File: config.mk
export PLATFORM = sky130hd
export DESIGN_NAME = debounced_duty_editor_panel
export DESIGN_NICKNAME = d
export VERILOG_FILES = /design/src/rtl/ddep_pkg.sv /design/src/rtl/ddep_lane.sv /design/src/rtl/ddep_merge.sv /design/src/rtl/ddep_display.sv /design/src/rtl/debounced_duty_editor_panel.sv
export SDC_FILE = /design/constraint.sdc
export NUM_CORES = 1
export LEC_CHECK = 0
export ABC_AREA = 1
export ABC_CLOCK_PERIOD_IN_PS = 7400
export BUFFER_PORTS_ARGS = -buffer_cell sky130_fd_sc_hd__buf_4
export CAP_MARGIN = 20
export CORE_MARGIN = 1
export CORE_UTILIZATION = 55
export CTS_CLUSTER_SIZE = 14
export DETAILED_ROUTE_END_ITERATION = 10
export PLACE_DENSITY = 0.74
export REMOVE_ABC_BUFFERS = 1
export SYNTH_ARGS = -nofsm -noshare
export SYNTH_HDL_FRONTEND = slang
export SYNTH_SLANG_ARGS = --single-unit
File: constraint.sdc
create_clock -name clk_i -period 7.4 [get_ports clk_i]
set_input_delay 0.37 -clock clk_i [delete_from_list [all_inputs] [get_ports clk_i]]
set_output_delay 0.37 -clock clk_i [all_outputs]
set_load 0.005 [all_outputs]
File: src/rtl/ddep_pkg.sv
// Shared types, constants and the seven-segment font for the duty editor panel.
// No dependencies; every other file but the checker refers to it by scoped names.
package ddep_pkg;

  // Debouncer phases
  typedef enum logic [1:0] {
    PH_IDLE       = 2'd0,
    PH_DB_PRESS   = 2'd1,
    PH_HELD       = 2'd2,
    PH_DB_RELEASE = 2'd3
  } phase_e;

  // Configuration register indexes (byte address 4*i)
  typedef enum logic {
    REG_DEBOUNCE_LIMIT = 1'b0,
    REG_BLINK_PERIOD   = 1'b1
  } reg_idx_e;

  // Button lane numbers within button_levels
  localparam int unsigned NumButtons = 4;
  localparam int unsigned BtnUp      = 0;
  localparam int unsigned BtnDown    = 1;
  localparam int unsigned BtnLeft    = 2;
  localparam int unsigned BtnRight   = 3;

  localparam logic [7:0]  LimitReset  = 8'd5;
  localparam logic [15:0] PeriodReset = 16'd1000;
  localparam logic [9:0]  DutyMax     = 10'd1000;
  localparam logic [9:0]  DutyReset   = 10'd500;
  localparam logic [9:0]  PwmLast     = 10'd999;
  localparam logic [7:0]  DpMask      = 8'h80;
  localparam logic [7:0]  SegBlank    = 8'hFF;

  // Digit state carried from the update logic into the display pipeline
  typedef struct packed {
    logic [9:0] duty;     // duty after this tick's edits
    logic [9:0] pwm;      // pwm phase after this tick
    logic [1:0] digit;    // digit scanned this tick
    logic       blank;    // cursor digit blanked by blink
  } snap_t;

  // Active-high segments a..g, decimal point off
  function automatic logic [7:0] seg_font(logic [3:0] d);
    logic [7:0] f;
    case (d)
      4'd0:    f = 8'h3F;
      4'd1:    f = 8'h06;
      4'd2:    f = 8'h5B;
      4'd3:    f = 8'h4F;
      4'd4:    f = 8'h66;
      4'd5:    f = 8'h6D;
      4'd6:    f = 8'h7D;
      4'd7:    f = 8'h07;
      4'd8:    f = 8'h7F;
      4'd9:    f = 8'h6F;
      default: f = 8'h00;
    endcase
    return f;
  endfunction

endpackage

File: src/rtl/ddep_lane.sv
// One button debouncer lane: four-phase state machine with a hold counter.
// Depends on ddep_pkg for the phase type.
module ddep_lane (
  input  logic       clk_i,
  input  logic       rst_ni,
  input  logic       en_i,
  input  logic       level_i,
  input  logic [7:0] limit_i,
  output logic       fire_o
);

  ddep_pkg::phase_e phase_q, phase_d;
  logic [7:0]       count_q, count_d;

  // State registers
  always_ff @(posedge clk_i or negedge rst_ni) begin
    if (!rst_ni) begin
      phase_q <= ddep_pkg::PH_IDLE;
      count_q <= '0;
    end else if (en_i) begin
      phase_q <= phase_d;
      count_q <= count_d;
    end
  end

  // Next phase, counter and press pulse
  always_comb begin
    phase_d = phase_q;
    count_d = count_q;
    fire_o  = 1'b0;
    unique case (phase_q)
      ddep_pkg::PH_IDLE: begin
        if (level_i) begin
          count_d = '0;
          phase_d = ddep_pkg::PH_DB_PRESS;
        end
      end
      ddep_pkg::PH_DB_PRESS: begin
        if (!level_i) begin
          phase_d = ddep_pkg::PH_IDLE;
        end else if (count_q < limit_i) begin
          count_d = count_q + 8'd1;
        end else begin
          fire_o  = 1'b1;
          phase_d = ddep_pkg::PH_HELD;
        end
      end
      ddep_pkg::PH_HELD: begin
        if (!level_i) begin
          count_d = '0;
          phase_d = ddep_pkg::PH_DB_RELEASE;
        end
      end
      ddep_pkg::PH_DB_RELEASE: begin
        if (level_i) begin
          phase_d = ddep_pkg::PH_HELD;
        end else if (count_q < limit_i) begin
          count_d = count_q + 8'd1;
        end else begin
          phase_d = ddep_pkg::PH_IDLE;
        end
      end
      default: phase_d = ddep_pkg::PH_IDLE;
    endcase
  end

endmodule

File: src/rtl/ddep_merge.sv
// Merge stage: combines the four lane pulses into cursor and duty edits and
// advances the scan, blink and PWM counters. Depends on ddep_pkg.
module ddep_merge (
  input  logic                  clk_i,
  input  logic                  rst_ni,
  input  logic                  en_i,
  input  logic [3:0]            fire_i,
  input  logic [15:0]           period_i,
  output ddep_pkg::snap_t       snap_o
);

  logic [1:0]  cursor_q, cursor_d;
  logic [9:0]  duty_q, duty_d;
  logic [1:0]  scan_q, scan_d;
  logic [15:0] blink_q, blink_d;
  logic [9:0]  pwm_q, pwm_d;

  logic [1:0]  cursor_rt;
  logic [9:0]  step;
  logic [10:0] sum;
  logic [9:0]  duty_up;
  logic [16:0] blink_inc;

  // Cursor: right first, then left; a wrap over four digits
  always_comb begin
    cursor_rt = fire_i[ddep_pkg::BtnRight] ? cursor_q + 2'd1 : cursor_q;
    cursor_d  = fire_i[ddep_pkg::BtnLeft] ? cursor_rt - 2'd1 : cursor_rt;
  end

  // Step weight of the selected digit
  always_comb begin
    case (cursor_d)
      2'd0:    step = 10'd1000;
      2'd1:    step = 10'd100;
      2'd2:    step = 10'd10;
      default: step = 10'd1;
    endcase
  end

  // Duty edit: clamped add, then floored subtract
  always_comb begin
    sum     = {1'b0, duty_q} + {1'b0, step};
    duty_up = duty_q;
    if (fire_i[ddep_pkg::BtnUp]) begin
      duty_up = (sum > {1'b0, ddep_pkg::DutyMax}) ? ddep_pkg::DutyMax : sum[9:0];
    end
    duty_d = duty_up;
    if (fire_i[ddep_pkg::BtnDown]) begin
      duty_d = (duty_up < step) ? 10'd0 : duty_up - step;
    end
  end

  // Free-running counters
  always_comb begin
    scan_d    = scan_q + 2'd1;
    blink_inc = {1'b0, blink_q} + 17'd1;
    blink_d   = (blink_inc >= {1'b0, period_i}) ? 16'd0 : blink_inc[15:0];
    pwm_d     = (pwm_q >= ddep_pkg::PwmLast) ? 10'd0 : pwm_q + 10'd1;
  end

  // What the display needs from this tick
  always_comb begin
    snap_o.duty  = duty_d;
    snap_o.pwm   = pwm_d;
    snap_o.digit = scan_q;
    snap_o.blank = (scan_q == cursor_d) && (blink_q < (period_i >> 1));
  end

  always_ff @(posedge clk_i or negedge rst_ni) begin
    if (!rst_ni) begin
      cursor_q <= '0;
      duty_q   <= ddep_pkg::DutyReset;
      scan_q   <= '0;
      blink_q  <= '0;
      pwm_q    <= '0;
    end else if (en_i) begin
      cursor_q <= cursor_d;
      duty_q   <= duty_d;
      scan_q   <= scan_d;
      blink_q  <= blink_d;
      pwm_q    <= pwm_d;
    end
  end

endmodule

File: src/rtl/ddep_display.sv
// Display pipeline: snapshot, hundreds split with PWM compare, then tens split,
// font lookup and output register. Three stages with elastic flow control.
// Depends on ddep_pkg.
module ddep_display (
  input  logic            clk_i,
  input  logic            rst_ni,
  input  logic            valid_i,
  input  ddep_pkg::snap_t snap_i,
  output logic            stall_o,
  output logic            out_valid_o,
  input  logic            out_stall_i,
  output logic [3:0]      anode_o,
  output logic [7:0]      seg_o,
  output logic            led_o
);

  logic va_q, vb_q, vc_q;
  logic load_a, load_b, load_c;

  ddep_pkg::snap_t snap_q;

  logic       thou_q;
  logic [3:0] hund_q;
  logic [6:0] rem_q;
  logic [1:0] digit_b_q;
  logic       blank_b_q;
  logic       led_b_q;

  logic [3:0] anode_q;
  logic [7:0] seg_q;
  logic       led_q;

  logic       thou;
  logic [9:0] rem_lo;
  logic [3:0] hund;
  logic [6:0] rem_h;
  logic [3:0] tens;
  logic [3:0] units;
  logic [3:0] dval;
  logic [7:0] seg;

  // Stage enables: a stage loads when empty or when it empties this cycle
  always_comb begin
    load_c  = vb_q && (!vc_q || !out_stall_i);
    load_b  = va_q && (!vb_q || load_c);
    load_a  = valid_i && (!va_q || load_b);
    stall_o = va_q && !load_b;
  end

  always_ff @(posedge clk_i or negedge rst_ni) begin
    if (!rst_ni) begin
      va_q <= 1'b0;
      vb_q <= 1'b0;
      vc_q <= 1'b0;
    end else begin
      if (load_a) begin
        va_q <= 1'b1;
      end else if (load_b) begin
        va_q <= 1'b0;
      end
      if (load_b) begin
        vb_q <= 1'b1;
      end else if (load_c) begin
        vb_q <= 1'b0;
      end
      if (load_c) begin
        vc_q <= 1'b1;
      end else if (!out_stall_i) begin
        vc_q <= 1'b0;
      end
    end
  end

  // Stage A: snapshot of the tick
  always_ff @(posedge clk_i) begin
    if (load_a) begin
      snap_q <= snap_i;
    end
  end

  // Hundreds split by compare ladder; duty never exceeds 1000
  always_comb begin
    thou   = (snap_q.duty >= ddep_pkg::DutyMax);
    rem_lo = thou ? 10'd0 : snap_q.duty;
    hund   = 4'd0;
    rem_h  = rem_lo[6:0];
    for (int i = 1; i < 10; i++) begin
      if (rem_lo >= 10'(i * 100)) begin
        hund  = 4'(i);
        rem_h = 7'(rem_lo - 10'(i * 100));
      end
    end
  end

  always_ff @(posedge clk_i) begin
    if (load_b) begin
      thou_q    <= thou;
      hund_q    <= hund;
      rem_q     <= rem_h;
      digit_b_q <= snap_q.digit;
      blank_b_q <= snap_q.blank;
      led_b_q   <= (snap_q.pwm < snap_q.duty);
    end
  end

  // Tens and units split, digit select and segment pattern
  always_comb begin
    tens  = 4'd0;
    units = rem_q[3:0];
    for (int i = 1; i < 10; i++) begin
      if (rem_q >= 7'(i * 10)) begin
        tens  = 4'(i);
        units = 4'(rem_q - 7'(i * 10));
      end
    end
    case (digit_b_q)
      2'd0:    dval = {3'b000, thou_q};
      2'd1:    dval = hund_q;
      2'd2:    dval = tens;
      default: dval = units;
    endcase
    seg = blank_b_q ? ddep_pkg::SegBlank : ~ddep_pkg::seg_font(dval);
    // digit 2 carries the lit decimal point, blanked or not
    if (digit_b_q == 2'd2) begin
      seg = seg ^ ddep_pkg::DpMask;
    end
  end

  // Stage C: output register
  always_ff @(posedge clk_i) begin
    if (load_c) begin
      anode_q <= ~(4'b1000 >> digit_b_q);
      seg_q   <= seg;
      led_q   <= led_b_q;
    end
  end

  assign out_valid_o = vc_q;
  assign anode_o     = anode_q;
  assign seg_o       = seg_q;
  assign led_o       = led_q;

endmodule

File: src/rtl/debounced_duty_editor_panel.sv
// Top level of the debounced duty editor panel: APB registers, four debounce
// lanes, merge stage and display pipeline. Depends on ddep_pkg and submodules.
//
//  channel | handshake                  | payload
//  --------+----------------------------+-------------------------------------
//  in      | in_valid_i / in_stall_o    | button_levels_i[3:0]
//  out     | out_valid_o / out_stall_i  | anode_enable_o, segment_drive_o,
//          |                            | pwm_led_o
//  config  | psel/penable/pwrite/pready | paddr[2:0], pwdata, prdata
//
// One tick item is taken every cycle while in_stall_o is low; its result passes
// through the snapshot, digit-split and output register stages.
// Button, cursor, duty and counter state advance at the transfer itself.
// A stalled output holds; input keeps flowing until all three stages are full.
// Reset gives limit 5, blink period 1000, duty 500, all buttons released.
module debounced_duty_editor_panel (
  input  logic        clk_i,
  input  logic        rst_ni,
  input  logic        in_valid_i,
  output logic        in_stall_o,
  input  logic [3:0]  button_levels_i,
  output logic        out_valid_o,
  input  logic        out_stall_i,
  output logic [3:0]  anode_enable_o,
  output logic [7:0]  segment_drive_o,
  output logic        pwm_led_o,
  input  logic        psel,
  input  logic        penable,
  input  logic        pwrite,
  input  logic [2:0]  paddr,
  input  logic [31:0] pwdata,
  output logic [31:0] prdata,
  output logic        pready
);

  logic [7:0]  limit_q;
  logic [15:0] period_q;
  logic        cfg_wr;
  logic        accept;
  logic [3:0]  fire;

  ddep_pkg::reg_idx_e reg_idx;
  ddep_pkg::snap_t    snap;

  // Configuration registers
  assign pready  = 1'b1;
  assign cfg_wr  = psel && penable && pwrite && pready;
  assign reg_idx = ddep_pkg::reg_idx_e'(paddr[2]);

  always_ff @(posedge clk_i or negedge rst_ni) begin
    if (!rst_ni) begin
      limit_q  <= ddep_pkg::LimitReset;
      period_q <= ddep_pkg::PeriodReset;
    end else if (cfg_wr) begin
      unique case (reg_idx)
        ddep_pkg::REG_DEBOUNCE_LIMIT: limit_q  <= pwdata[7:0];
        ddep_pkg::REG_BLINK_PERIOD:   period_q <= pwdata[15:0];
        default: ;
      endcase
    end
  end

  always_comb begin
    unique case (reg_idx)
      ddep_pkg::REG_DEBOUNCE_LIMIT: prdata = {24'd0, limit_q};
      ddep_pkg::REG_BLINK_PERIOD:   prdata = {16'd0, period_q};
      default:                      prdata = '0;
    endcase
  end

  assign accept = in_valid_i && !in_stall_o;

  // One debouncer per button
  for (genvar b = 0; b < ddep_pkg::NumButtons; b++) begin : g_lane
    ddep_lane u_lane (
      .clk_i   (clk_i),
      .rst_ni  (rst_ni),
      .en_i    (accept),
      .level_i (button_levels_i[b]),
      .limit_i (limit_q),
      .fire_o  (fire[b])
    );
  end

  ddep_merge u_merge (
    .clk_i    (clk_i),
    .rst_ni   (rst_ni),
    .en_i     (accept),
    .fire_i   (fire),
    .period_i (period_q),
    .snap_o   (snap)
  );

  ddep_display u_display (
    .clk_i       (clk_i),
    .rst_ni      (rst_ni),
    .valid_i     (in_valid_i),
    .snap_i      (snap),
    .stall_o     (in_stall_o),
    .out_valid_o (out_valid_o),
    .out_stall_i (out_stall_i),
    .anode_o     (anode_enable_o),
    .seg_o       (segment_drive_o),
    .led_o       (pwm_led_o)
  );

endmodule

# --- Word-level counts from Yosys, hierarchy flattened ---
# Memory sizes are Yosys's and may differ from the RTL's.
# Cells that the tools add are included.
op_classes:
  addsub: 29
  magnitude_cmp: 29
  n_eq_ne: 42
  shift: 1
  mux: 119
  bitwise: 4
  reduce_logical: 36
op_table:
  columns: ["cell", "count"]
  rows:
  - ["2-to-1 mux 8 bit", 22]
  - ["one-hot mux 8 bit (4 select lines)", 4]
  - ["one-hot mux 32 bit (2 select lines)", 1]
  - ["2-to-1 mux 7 bit", 9]
  - [">= comparator 10 bit, second input constant", 6]
  - ["2-to-1 mux 10 bit", 6]
  - ["2-to-1 mux 2 bit", 30]
  - ["2-to-1 mux 4 bit", 11]
  - ["AND reduction 5 bit", 8]
  - ["adder 8 x 1 -> 8 bit, second input constant", 4]
  - ["less-than comparator 8 bit", 4]
  - ["inequality test 2 bit, second input constant", 16]
  - ["one-hot mux 2 bit (4 select lines)", 4]
  - [">= comparator 10 x 9 -> 1 bit, second input constant", 3]
  - ["one-hot mux 10 bit (3 select lines)", 1]
  - ["subtractor 7 bit, second input constant", 4]
  - ["2-to-1 mux 3 bit", 8]
  - ["inequality test 3 bit, second input constant", 8]
  - [">= comparator 7 x 6 -> 1 bit, second input constant", 3]
  - [">= comparator 7 bit, second input constant", 3]
  - ["2-to-1 mux 1 bit", 21]
  - ["subtractor 7 x 6 -> 7 bit, second input constant", 3]
  - ["equality test 2 bit, second input constant", 10]
  - ["less-than comparator 10 bit", 2]
  - ["35 further kinds", 69]
word_totals:
  reg_bits: 159
  rom_bits: 112
  in_bits: 46
  out_inout_bits: 48
  elab_cells: 293
  n_memories: 1
memory_table:
  columns: ["memory", "words", "word_bits", "rd", "rd_clocked_by_memory_dff", "wr", "line", "text"]
  rows:
  - ["(name not given)", 16, 7, 1, 0, 0, "ddep_pkg.sv:45", "case (d)"]

# --- Logic depth before layout (Yosys ltp) ---
depth:
  word_depth: 16
  mapped_depth: 49
  ltp_nobuf: 49

# --- Hierarchy ---
# Synthesis repeated with hierarchy kept, for this count alone.
unflattened:
  cells_unflattened: 1754
  hier_area_um2: 12670.9
modules_own_cells:
  columns: ["mod", "instances", "cells_each", "area_each_um2", "seq_area_each_um2"]
  rows:
  - ["ddep_merge", 1, 637, 4301.6, 1008.5]
  - ["ddep_display", 1, 526, 4027.6, 1606.5]
  - ["ddep_lane", 4, 105, 763.2, 250.2]
  - ["debounced_duty_editor_panel", 1, 171, 1288.7, 610.6]

# --- Least setup slack after synthesis ---
# OpenSTA, ideal clock, no wires.
synth_timing:
  path_kind: "register -> register"
  startpoint: "reg limit_q[7]"
  endpoint: "reg u_merge.duty_q[9]"
  setup_time_ns: 0.066
  t_arrival_ns: 5.304
  required_time_ns: 7.334
  path_slack_ns: 2.030
  path_stages_with_launch: 43
  path_buffers: 0
  synth_period_minus_slack_ns: 5.370
  path_cell_list: "dfrtp_1 > inv_1 > ha_1 > nand2_1 > o21a_1 > a21boi_1 > nor2_1 > inv_2 > nor3_2 > xor2_1 > nor2_1 > inv_1 > nand2_1 > nand2_1 > inv_2 > nor2_1 > ha_1 > inv_1 > [... 7 more ...] > nand2_1 > nor2_1 > a31oi_1 > nand3_1 > o21ai_0 > inv_1 > ha_1 > fa_1 > o21a_1 > nand3_1 > nand2_1 > nand2_2 > nand3_2 > a21oi_4 > nand2_1 > nand2_2 > nand2_1 > nand2_1"
synth_rtl:
  columns: ["element", "line", "text"]
  rows:
  - ["start: declaration", "debounced_duty_editor_panel.sv:36", "logic [7:0] limit_q;"]
  - ["start signal: assignment", "debounced_duty_editor_panel.sv:52", "limit_q <= ddep_pkg::LimitReset;"]
  - ["start signal: assignment", "debounced_duty_editor_panel.sv:56", "ddep_pkg::REG_DEBOUNCE_LIMIT: limit_q <= pwdata[7:0];"]
  - ["end signal: assignment", "ddep_merge.sv:72", "duty_q <= ddep_pkg::DutyReset;"]
  - ["end signal: assignment", "ddep_merge.sv:78", "duty_q <= duty_d;"]
  - ["end: declaration", "ddep_merge.sv:13", "logic [9:0] duty_q, duty_d;"]

==> flow_metrics.env <==
export IMPL_status="finished, final reports clean"
export IMPL_slew_viol_final=0
export IMPL_dieArea_sq_mm=0.02212
export IMPL_synthCells=1558
export IMPL_grt_pass1_wl_microns=42860
export IMPL_crit_arrival_ps=6840
export IMPL_cts_max_path_buffers=2
export IMPL_dr_pass1_iters=5
export IMPL_grt_pass1_vias=9427
export IMPL_path_common_cell="nand2_1"
export IMPL_dpl_cell_area_sq_mm=0.01247
export IMPL_hold_violations=0
export IMPL_stdcell_count=1903
export IMPL_cp_end_kind="flip-flop"
export IMPL_worst_pin_slew_ps=1001
export IMPL_layout_drive_gt1_share_pct=10.69
export IMPL_yosys_warnings=0
export IMPL_multi_input_area_sq_mm=0.006421
export IMPL_async_flop_share_pct=67.72
export IMPL_track_usage_pct=23.80
export IMPL_dp_cells=1870
export IMPL_slew_headroom_pct=33.29
export IMPL_cp_start_kind="flip-flop"
export IMPL_synth_top_family_by_area="simple AND/OR/NAND/NOR gates"
export IMPL_synth_compound_area_share_pct=12.64
export IMPL_vias=9999
export IMPL_cts_setup_buffers=0
export IMPL_path_clk_slew_ps=60
export IMPL_seq_area_frac_synth_pct=35.69
export IMPL_synth_xor_area_share_pct=2.874
export IMPL_cts_tree="yes"
export IMPL_synth_flop_cell="dfrtp_1"
export IMPL_antenna_found_initial=0
export IMPL_ant_nets=0
export IMPL_clock_root_buffer="clkbuf_16"
export IMPL_postLayoutCoreUtil_pct=61.80
export IMPL_grt_ovfl_total=0
export IMPL_h_tree_depth=4
export IMPL_wl_per_cell_microns=13.17
export IMPL_cp_top_family="simple AND/OR/NAND/NOR gates"
export IMPL_synth_avg_cell_area_sq_um=7.600
export IMPL_fill_cells=1862
export IMPL_p_per_area_mw_per_mm2=345.7
export IMPL_globalplace_congestion=0.9021
export IMPL_area_growth_pct=10.05
export IMPL_final_setup_tns_ps=0
export IMPL_synth_simple_area_share_pct=25.48
export IMPL_drc=0
export IMPL_yosysTopAreaCellShare_pct=19.65
export IMPL_hp_class="in2reg"
export IMPL_wl_microns=25070
export IMPL_vias_per_cell=5.254
export IMPL_hold_slack_ps=178.0
export IMPL_synth_edf_count=51
export IMPL_final_nets=1780
export IMPL_critPathBufInv=7
export IMPL_maxCapViolCount=0
export IMPL_dieWidth_microns=148.7
export IMPL_clkSinkCount=158
export IMPL_p_leak_nw=6.649
export IMPL_fin_crit_sh_pct=87.49
export IMPL_hpwl_microns=18970
export IMPL_max_vdd_ir_drop_v=0.0002073
export IMPL_crit_type="reg2reg"
export IMPL_start_util_pct=56.15
export IMPL_worst_path_max_delay_cell="fa_1"
export IMPL_synth_adder_area_share_pct=12.70
export IMPL_top_level_ports=94
export IMPL_min_period_ps=6474
export IMPL_worst_skew_pair_late_latency_ps=420
export IMPL_finalSetupViolCount=0
export IMPL_coreArea_sq_mm=0.02109
export IMPL_clock_fmax_mhz=154.5
export IMPL_critPathMaxStageDelay_ps=420
export IMPL_post_cts_resized=0
export IMPL_ys_types=60
export IMPL_yosys_area_top_type="dfrtp_1"
export IMPL_stdcell_area_sq_mm=0.01303
export IMPL_worstPathRequired_ps=7760
export IMPL_rows=53
export IMPL_synth_mux_area_share_pct=0
export IMPL_io_buffers=58
export IMPL_regArea_sq_mm=0.004227
export IMPL_ys_top_cells_by_area="dfrtp_1 20%, edfxtp_1 13%, ha_1 12%, nand2_1 12%, inv_1 7.9%"
export IMPL_ys_seq_elements=158
export IMPL_die_height_microns=148.7
export IMPL_drt_first_iter_violations=601
export IMPL_grt_max_degree=87
export IMPL_cts_buffers=17
export IMPL_fin_worst_skew_ps=9.637
export IMPL_diodes=0
export IMPL_synth_area_sq_mm=0.01184
export IMPL_rsz0062_at_grt="false"
export IMPL_crit_path_max_fanout=10
[cells in the mapped netlist (3+ instances only)]
cell type  count
a211oi_1       4
a21o_1         5
a21oi_1       83
a21oi_4        4
a221oi_1       3
a31oi_1        9
buf_4         22
clkbuf_1      14
dfrtp_1       93
dfstp_2       14
edfxtp_1      51
ha_1         117
inv_1        249
inv_2         18
nand2_1      369
nand2_2       15
nand2_4        6
nand3_1       75
nand3_2        5
nand3b_1       6
nand4_1       24
nor2_1       114
nor2_2         3
nor3_1        26
nor3_2         5
nor3b_1        7
nor4_1         3
o211ai_1       3
o21a_1         8
o21ai_0      103
o21ai_1       16
o22ai_1       11
xnor2_1       11
xor2_1        26
[registers in the layout, indices dropped and copies added, names as in the netlist, named ones only]
register and count:
u_display.led_o 1, g_lane.u_lane.phase_q 4, u_display.out_valid_o 1, u_display.thou_q 1, u_display.va_q 1, u_merge.pwm_q 10
u_display.led_b_q 1, period_q 16, u_display.rem_q 7, u_display.snap_q 23, u_display.hund_q 4, u_display.seg_o 7
limit_q 8, g_lane.u_lane.count_q 32, u_merge.duty_q 10, u_display.digit_b_q 2, u_merge.cursor_q 2, u_merge.blink_q 16
u_display.blank_b_q 1, u_merge.scan_q 2, u_display.vb_q 1, u_display.anode_o 4
[layer usage]
layer	wire (microns)	up-vias	global-route usage [%]
met5	0	-	0
met4	293	0	6.071
met3	843	25	3.761
met2	12280	174	42.08
met1	11650	4625	30.25
li1	-	5175	-
[path summary, 6_finish.rpt]
check                               startpoint                          end  slack (ps)  cells past startpoint
max                                 limit_q[7]            u_merge.duty_q[8]         930                     42
min                                out_stall_i        u_display.out_valid_o         180                      3
max reg2reg                         limit_q[7]            u_merge.duty_q[8]         930                     42
min reg2reg                u_display.snap_q[2]       u_display.digit_b_q[1]         430                      0
max in group asynchronous               rst_ni             u_merge.pwm_q[4]        5660                      3
min in group asynchronous               rst_ni  g_lane[0].u_lane.count_q[0]         420                      2
[cell families after synthesis]
group,Yosys count
AO/OA/AOI/OAI,262
buffers and inverters,307
flip-flops,158
adder cells (fa/ha/maj),119
other,2
XOR/XNOR,38
AND/OR/NAND/NOR,672
[worst min-delay path: stages]
cell and delay [ps]:
buf_4 80, nand2_1 60, nand2_1 50
[cell usage in the layout (no fill, tap or decap), drive strengths merged, types with 2 or more instances in the layout]
master / n
nand2: 390
inv: 268
o21ai: 120
nor2: 119
ha: 117
dfrtp: 93
a21oi: 89
nand3: 81
buf: 60
edfxtp: 51
nor3: 33
xor2: 27
nand4: 26
clkbuf: 19
conb: 17
dfstp: 14
xnor2: 11
o22ai: 11
a31oi: 9
clkinv: 9
o21a: 8
nor3b: 7
nand3b: 6
a21o: 5
a211oi: 5
nor4: 4
a221oi: 3
o211ai: 3
clkinvlp: 3
o31ai: 2
o221ai: 2
and3: 2
o21bai: 2
fa: 2
bufinv: 2
and2: 2
[per-stage QoR]
stage | setup slack (ps) | power (mW)
finish | 925.5 | 4.505
CTS | 896.6 | 4.519
floorplan | 1978 | 3.114
global placement | 1162 | 3.582
detailed placement | 932.4 | 3.659
global route | 158.1 | 4.923
[repair_timing]
| item | in CTS | in global routing |
|---|---|---|
| endpoints found under the hold margin | 25 | 0 |
| hold buffers | 1 | 0 |
| endpoints found under the setup margin | 0 | 0 |
[layout make-up]
class | instances | area share [%]
Multi-Input combinational cell | 1108 | 49.28
Sequential cell | 158 | 32.43
Inverter | 269 | 7.854
Timing Repair Buffer | 61 | 3.533
Clock buffer | 19 | 3.322
Tap cell | 275 | 2.640
Clock inverter | 13 | 0.9410
[power by group]
part | internal (mW) | leakage, nW | switching (mW)
registers | 1.19 | 1.85 | 0.204
logic | 0.840 | 4.54 | 1.43
clock network | 0.491 | 0.265 | 0.348
total | 2.52 | 6.65 | 1.98
Note: power is estimated with default switching activity, not from simulation.
